### src/simt_pkg.sv
package simt_pkg;

  localparam int unsigned SIMT_MAX_INTERVALS = 32;
  localparam int unsigned SIMT_VALUE_BITS    = 16;

  localparam int unsigned SIMT_FIELD_BITS  = 16;
  localparam int unsigned SIMT_STATUS_BITS = 3;
  localparam int unsigned SIMT_COUNT_BITS  = 6;

  localparam logic [SIMT_STATUS_BITS-1:0] STATUS_NEW      = 3'd0;
  localparam logic [SIMT_STATUS_BITS-1:0] STATUS_MERGED   = 3'd1;
  localparam logic [SIMT_STATUS_BITS-1:0] STATUS_COVERED  = 3'd2;
  localparam logic [SIMT_STATUS_BITS-1:0] STATUS_DROPPED  = 3'd3;
  localparam logic [SIMT_STATUS_BITS-1:0] STATUS_INTERVAL = 3'd4;
  localparam logic [SIMT_STATUS_BITS-1:0] STATUS_EMPTY    = 3'd5;

  localparam logic FUNC_ADD  = 1'b0;
  localparam logic FUNC_READ = 1'b1;

  // Command broadcast from the controller to every cell of the chain.
  typedef enum logic [2:0] {
    OP_IDLE,
    OP_EVAL,
    OP_MERGE,
    OP_EXT_PREV,
    OP_EXT_NEXT,
    OP_INSERT,
    OP_ROTATE
  } op_e;

  // Per-cell findings that the controller reduces over the whole chain.
  typedef struct packed {
    logic covered;
    logic join_prev;
    logic join_next;
  } cell_flag_t;

endpackage

### src/simt_cell.sv
module simt_cell #(
  parameter int unsigned VALUE_BITS = 16
) (
  input  logic                  clk_i,
  input  simt_pkg::op_e         op_i,
  input  logic [VALUE_BITS-1:0] value_i,
  input  logic                  occ_i,
  input  logic                  occ_up_i,
  input  logic                  le_lo_i,
  input  logic                  le_up_i,
  input  logic [VALUE_BITS-1:0] lo_start_i,
  input  logic [VALUE_BITS-1:0] lo_end_i,
  input  logic [VALUE_BITS-1:0] up_start_i,
  input  logic [VALUE_BITS-1:0] up_end_i,
  input  logic [VALUE_BITS-1:0] head_start_i,
  input  logic [VALUE_BITS-1:0] head_end_i,
  output logic [VALUE_BITS-1:0] start_o,
  output logic [VALUE_BITS-1:0] end_o,
  output logic                  le_o,
  output simt_pkg::cell_flag_t  flag_o
);
  import simt_pkg::*;

  logic [VALUE_BITS-1:0] start_q;
  logic [VALUE_BITS-1:0] end_q;
  logic                  le_q;
  logic                  cov_q;
  logic                  adjp_q;
  logic                  adjn_q;
  logic                  is_prev;
  logic                  is_pos;
  logic                  is_tail;

  // This cell holds the interval just below the value, or sits at the
  // insertion point just above it.
  assign is_prev = le_q && !le_up_i;
  assign is_pos  = !le_q && le_lo_i;
  assign is_tail = occ_i && !occ_up_i;

  assign flag_o.covered   = is_prev && cov_q;
  assign flag_o.join_prev = is_prev && adjp_q;
  assign flag_o.join_next = is_pos && occ_i && adjn_q;

  assign start_o = start_q;
  assign end_o   = end_q;
  assign le_o    = le_q;

  always_ff @(posedge clk_i) begin
    unique case (op_i)
      OP_EVAL: begin
        le_q   <= occ_i && (start_q <= value_i);
        cov_q  <= end_q >= value_i;
        adjp_q <= ({1'b0, end_q} + 1'b1) == {1'b0, value_i};
        adjn_q <= ({1'b0, value_i} + 1'b1) == {1'b0, start_q};
      end
      OP_MERGE: begin
        if (is_prev) begin
          end_q <= up_end_i;
        end else if (!le_q) begin
          start_q <= up_start_i;
          end_q   <= up_end_i;
        end
      end
      OP_EXT_PREV: begin
        if (is_prev) begin
          end_q <= value_i;
        end
      end
      OP_EXT_NEXT: begin
        if (is_pos) begin
          start_q <= value_i;
        end
      end
      OP_INSERT: begin
        if (is_pos) begin
          start_q <= value_i;
          end_q   <= value_i;
        end else if (!le_q) begin
          start_q <= lo_start_i;
          end_q   <= lo_end_i;
        end
      end
      OP_ROTATE: begin
        if (is_tail) begin
          start_q <= head_start_i;
          end_q   <= head_end_i;
        end else begin
          start_q <= up_start_i;
          end_q   <= up_end_i;
        end
      end
      default: begin
      end
    endcase
  end

endmodule

### config.mk
export PLATFORM = sky130hd
export DESIGN_NAME = simt_cell
export DESIGN_NICKNAME = d
export VERILOG_FILES = /design/src/simt_pkg.sv /design/src/simt_cell.sv
export SDC_FILE = /design/constraint.sdc
export NUM_CORES = 1
export LEC_CHECK = 0
export BUFFER_PORTS_ARGS = -buffer_cell sky130_fd_sc_hd__buf_4
export CAP_MARGIN = 40
export CORE_UTILIZATION = 45
export DETAILED_ROUTE_END_ITERATION = 10
export PLACE_DENSITY = 0.78
export SLEW_MARGIN = 15
export SYNTH_ARGS = -nofsm -noshare
export SYNTH_HDL_FRONTEND = slang
export SYNTH_SLANG_ARGS = --single-unit
export TNS_END_PERCENT = 10
### constraint.sdc
create_clock -name clk_i -period 2.6 [get_ports clk_i]
set_clock_uncertainty 0.1 [all_clocks]
set_input_delay 0.52 -clock clk_i [delete_from_list [all_inputs] [get_ports clk_i]]
set_output_delay 0.52 -clock clk_i [all_outputs]
set_load 0.02 [all_outputs]
Word level (Yosys, flattened, before mapping)
Cells that the tools add are included.

Bits in registers: 36. Input bits: 120. Output and inout bits: 36.

$add $sub $neg: 2. Magnitude comparators: 2. Equality and inequality tests: 14. Muxes and demuxes: 14. Reduce and logical (&&, ||, !) cells: 15.

Operators by type and width (count): 16-bit 2-to-1 mux (12); 16-bit case mux with 4 select lines (2); 16-bit by 1-bit adder with 17-bit output, second input constant (2); 17-bit by 16-bit equality test with 1-bit output (2); 16-bit >= comparator (1); 16-bit less-or-equal comparator (1); 3-bit equality test, second input constant (3); 1-bit logical AND (8); 2-bit inequality test, second input constant (4); 4-bit nonzero test (2); 3-bit by 2-bit equality test with 1-bit output, second input constant (2); 3-bit inequality test, second input constant (2); 5-bit AND reduction (1); 4-bit AND reduction (1); 3-bit by 1-bit equality test with 1-bit output, second input constant (1); 1-bit zero test (3).

Depth between registers and ports, before layout
Word-level depth: 4. Gate-level depth with buffers: 10.

Least setup slack after synthesis
No wires, ideal clock.

Path kind: in2reg. Start: in op_i[0]. End: reg start_q[0] (netlist: start_o[0]), enable pin. Library setup time: 0.416 ns. Arrival time: 2.209 ns. Data required time: 2.084 ns. Setup slack: -0.124 ns. Stages on the path: 3. Cells stage by stage: clkbuf_1 nand2b_1 o32ai_1.

Word-level cells in the longest chain between the ends: 3.

RTL lines: start, declared (RTL line simt_cell.sv:5) `input simt_pkg::op_e op_i,`; 3-bit equality test or 3-bit by 2-bit equality test with 1-bit output (tied branches) (RTL line simt_cell.sv:49) `unique case (op_i)`; 3-bit inequality test (no line) (tied with other cells); 5-bit AND reduction (no line) *; end signal, assigned (RTL line simt_cell.sv:60) `start_q <= up_start_i;`; end signal, assigned (RTL line simt_cell.sv:71) `start_q <= value_i;`; end signal, assigned (RTL line simt_cell.sv:76) `start_q <= value_i;`; end, declared (RTL line simt_cell.sv:24) `logic [VALUE_BITS-1:0] start_q;`.

Every way passes the cells marked *; elsewhere a longest branch is shown, timed or not. A chain may end at the register's enable or synchronous reset.

Worst setup path after layout
Start: reg end_q[1] (netlist: end_o[1]). End: reg adjp_q (data pin).

Word-level cells in the longest chain between the ends: 2.

RTL lines: start, declared (RTL line simt_cell.sv:25) `logic [VALUE_BITS-1:0] end_q;`; start signal, assigned (RTL line simt_cell.sv:58) `end_q <= up_end_i;`; start signal, assigned (RTL line simt_cell.sv:61) `end_q <= up_end_i;`; start signal, assigned (RTL line simt_cell.sv:66) `end_q <= value_i;`; 16-bit by 1-bit adder with 17-bit output (RTL line simt_cell.sv:53) `adjp_q <= ({1'b0, end_q} + 1'b1) == {1'b0, value_i};`; 17-bit by 16-bit equality test with 1-bit output (RTL line simt_cell.sv:53); end signal, assigned (RTL line simt_cell.sv:53); end, declared (RTL line simt_cell.sv:28) `logic adjp_q;`.

Every way passes these cells.

==> run metrics <==
area added between synthesis and finish 35.7%; number of filler instances in the final layout 761; Worst Setup Slack post-DPL 0.0295 ns; Worst-Skew Late Latency around 0.30 ns; Clock Tree Root sky130_fd_sc_hd__clkbuf_8; number of top-level pins 156; top post-synthesis cells by count sky130_fd_sc_hd__nand2_1 (78), sky130_fd_sc_hd__edfxtp_1 (36), sky130_fd_sc_hd__ha_1 (34); Arr. time, crit path 2.36 ns; # resized after CTS 0; WL final 13.2 mm; cell-by-cell listing of the critical path and4_1, and3_1, o21a_1, o31ai_1, o2111ai_1, nor4_1; CP startpoint kind flop; power per cell area 365 nW/um2; cell family contributing the most delay on the critical path simple AND/OR/NAND/NOR gates; Min-Delay Path Class in -> reg; count of nets after finishing 765; Area contributors post-synth sky130_fd_sc_hd__edfxtp_1 (28%), sky130_fd_sc_hd__ha_1 (11%), sky130_fd_sc_hd__nand2_1 (7.6%); via density per instance 6.00; input/output buffers 155; syn_nets 614; summed instance area of the synthesized netlist about 3900 um2; sequential fraction of the synthesis area 28.1%; setup repair after global routing missed its margin no; Core Box Area 8260 um2; worst slew pin tran between 0.7 and 0.8 ns; dominant cell type by area after synthesis sky130_fd_sc_hd__edfxtp_1; TritonCTS clock tree yes; horizontal extent of the die 94.5 um; gate count of the mapped netlist 460; Tcrit/Tclk final 91.1%; total congestion overflow 0; Total Routing Usage GR 29.9%; crit path kind reg -> reg; result of the run finished, final reports clean; number of library cell types mapped by synthesis 56; remaining routing DRC violations 0; final number of setup-violating endpoints 0; vias in the first global route 4094; Post-Place Cells 709; Lkg Pwr 2.33 nW; number of placement rows 33; Yosys warning count 0; final RePlAce weighted congestion 0.947; Final Hold Violating Endpoints 0; met3 routed WL 1.03 mm; routed length per placed instance 18.4 um; number of diodes added for antenna fixing 0; first drt pass iteration count 6; commonest register cell after synthesis sky130_fd_sc_hd__edfxtp_1; delay of the slowest cell on the worst path 0.52 ns; top-area cell type share of the netlist area 28.1%; wire length of the first global-routing pass 20.3 mm; floorplan die height roughly 95 um; Die Area 8930 um2; EDFF count, synth 36; Setup Total Neg Slack 0 ns; uppermost layer routed met4; Final Worst Setup Slack 0.232 ns; number of clock buffers inserted by TritonCTS 5; Max-slew headroom roughly 48%; smallest hold slack 0.386 ns; required time of the critical path approximately 2.6 ns; mean instance size in the synthesized netlist 8.37 um2; final-report max-slew violation count 0; ANT nets after route 0; cell with the most instances after synthesis sky130_fd_sc_hd__nand2_1; clock-pin slew on the worst setup and hold paths 0.08 ns; WP buf/inv 0; total half-perimeter wirelength after legalization and detailed placement about 11 mm; Worst Path Max Fanout 6; minimum clock period 2.37 ns; post-layout instance area 5230 um2; hold buffer count at cts 0; violation count after the first detailed-routing iteration 337; vias 4301; WL met2 between 6 and 7 mm; number of antenna violations at the first check in global routing 0; largest net degree at the start of global routing 33; Longest Clk Path Bufs 2; starting density of the core 46.7%; total setup buffers inserted after CTS 0; endpoint kind of the worst setup timing path flop; Max H-tree Level 2; routed metal-1 wirelength 5.54 mm; clock tree sinks 36; IR Drop Worst-Case VDD roughly 0.17 mV; critical path's slowest cell sky130_fd_sc_hd__edfxtp_1; fmax 422 MHz; Async S/R FF share, synth 0%; share of final-layout standard cells stronger than drive strength 1 31.0%; synthesized flop and latch total 36; total placed instance area a little over 5000 um2; reported max-cap violation count 0; post-layout instance count excluding filler cells 717
==> area by class of cell <==
type,instances,area (um2),area share (%)
Inverter,23,86.3,1.65
Multi-Input combinational cell,371,2540,48.6
Sequential cell,36,1080,20.7
Clock inverter,2,11.3,0.215
Timing Repair Buffer,174,1310,25.0
Tap cell,105,131,2.51
Clock buffer,6,72.6,1.39
==> per-stage QoR <==
step                      power [mW]  util (%)
after global routing            2.01      63.3
after floorplan                 1.17         -
after detailed placement        1.51      62.3
after global placement          1.49      62.2
final                           1.91      63.3
after CTS                       1.91      63.3
==> power by group <==
| group | internal, mW | leakage [nW] | total (mW) | switching, mW |
|---|---|---|---|---|
| Sequential | 0.698 | 0.343 | 0.760 | 0.0624 |
| Combinational | 0.363 | 1.95 | 0.743 | 0.381 |
| Clock | 0.186 | 0.0388 | 0.403 | 0.217 |
| Total | 1.25 | 2.33 | 1.91 | 0.660 |
==> worst min-delay path, stage by stage <==
cell and delay (ns):
sky130_fd_sc_hd__buf_4 0.08, sky130_fd_sc_hd__nand2_1 0.04, sky130_fd_sc_hd__nand2_1 0.05
==> cells in the final DEF (no fill, tap or decap), types with 11 or more instances in the layout <==
cell / synthesis / final
sky130_fd_sc_hd__inv_1: 23 / 23
sky130_fd_sc_hd__nor2_1: 21 / 21
sky130_fd_sc_hd__a221o_1: 16 / 16
sky130_fd_sc_hd__buf_4: 6 / 174
sky130_fd_sc_hd__o21ai_0: 12 / 12
sky130_fd_sc_hd__a222oi_1: 16 / 16
sky130_fd_sc_hd__a21oi_1: 31 / 31
sky130_fd_sc_hd__nand3_1: 12 / 12
sky130_fd_sc_hd__nand2b_1: 11 / 11
sky130_fd_sc_hd__edfxtp_1: 36 / 36
sky130_fd_sc_hd__xnor2_1: 20 / 20
sky130_fd_sc_hd__xor2_1: 14 / 14
sky130_fd_sc_hd__nand2_1: 78 / 78
sky130_fd_sc_hd__nand4_1: 13 / 13
sky130_fd_sc_hd__ha_1: 34 / 34
==> path summary, 6_finish.rpt <==
kind	startpoint	end	slack (ns)	cells after the start
worst max-delay path	end_o[1]	adjp_q	0.23	6
worst max register to register	end_o[1]	adjp_q	0.23	6
worst min register to register	end_o[15]	cov_q	0.78	2
worst min-delay path	up_end_i[4]	end_o[4]	0.39	3
==> metal layers <==
metal,up-vias,GRT usage (%)
met4,0,9.47
met2,204,51.6
met1,2040,37.8
li1,2035,-
met3,22,4.99
met5,-,0
==> sequential cells by signal, summed over array words and instances (netlist names) <==
name	count
adjn_q	1
le_o	1
start_o	16
adjp_q	1
end_o	16
cov_q	1
==> logic make-up after synthesis <==
group,Yosys count,share of synthesized area (%)
buffers and inverters,53,6.33
AND/OR/NAND/NOR,190,25.1
flip-flops,36,28.1
adder cells (fa/ha/maj),34,11.0
XOR/XNOR,34,7.73
multiplexers,3,0.812
AO/OA/AOI/OAI,110,20.9
(Power assumes the default switching activity.)
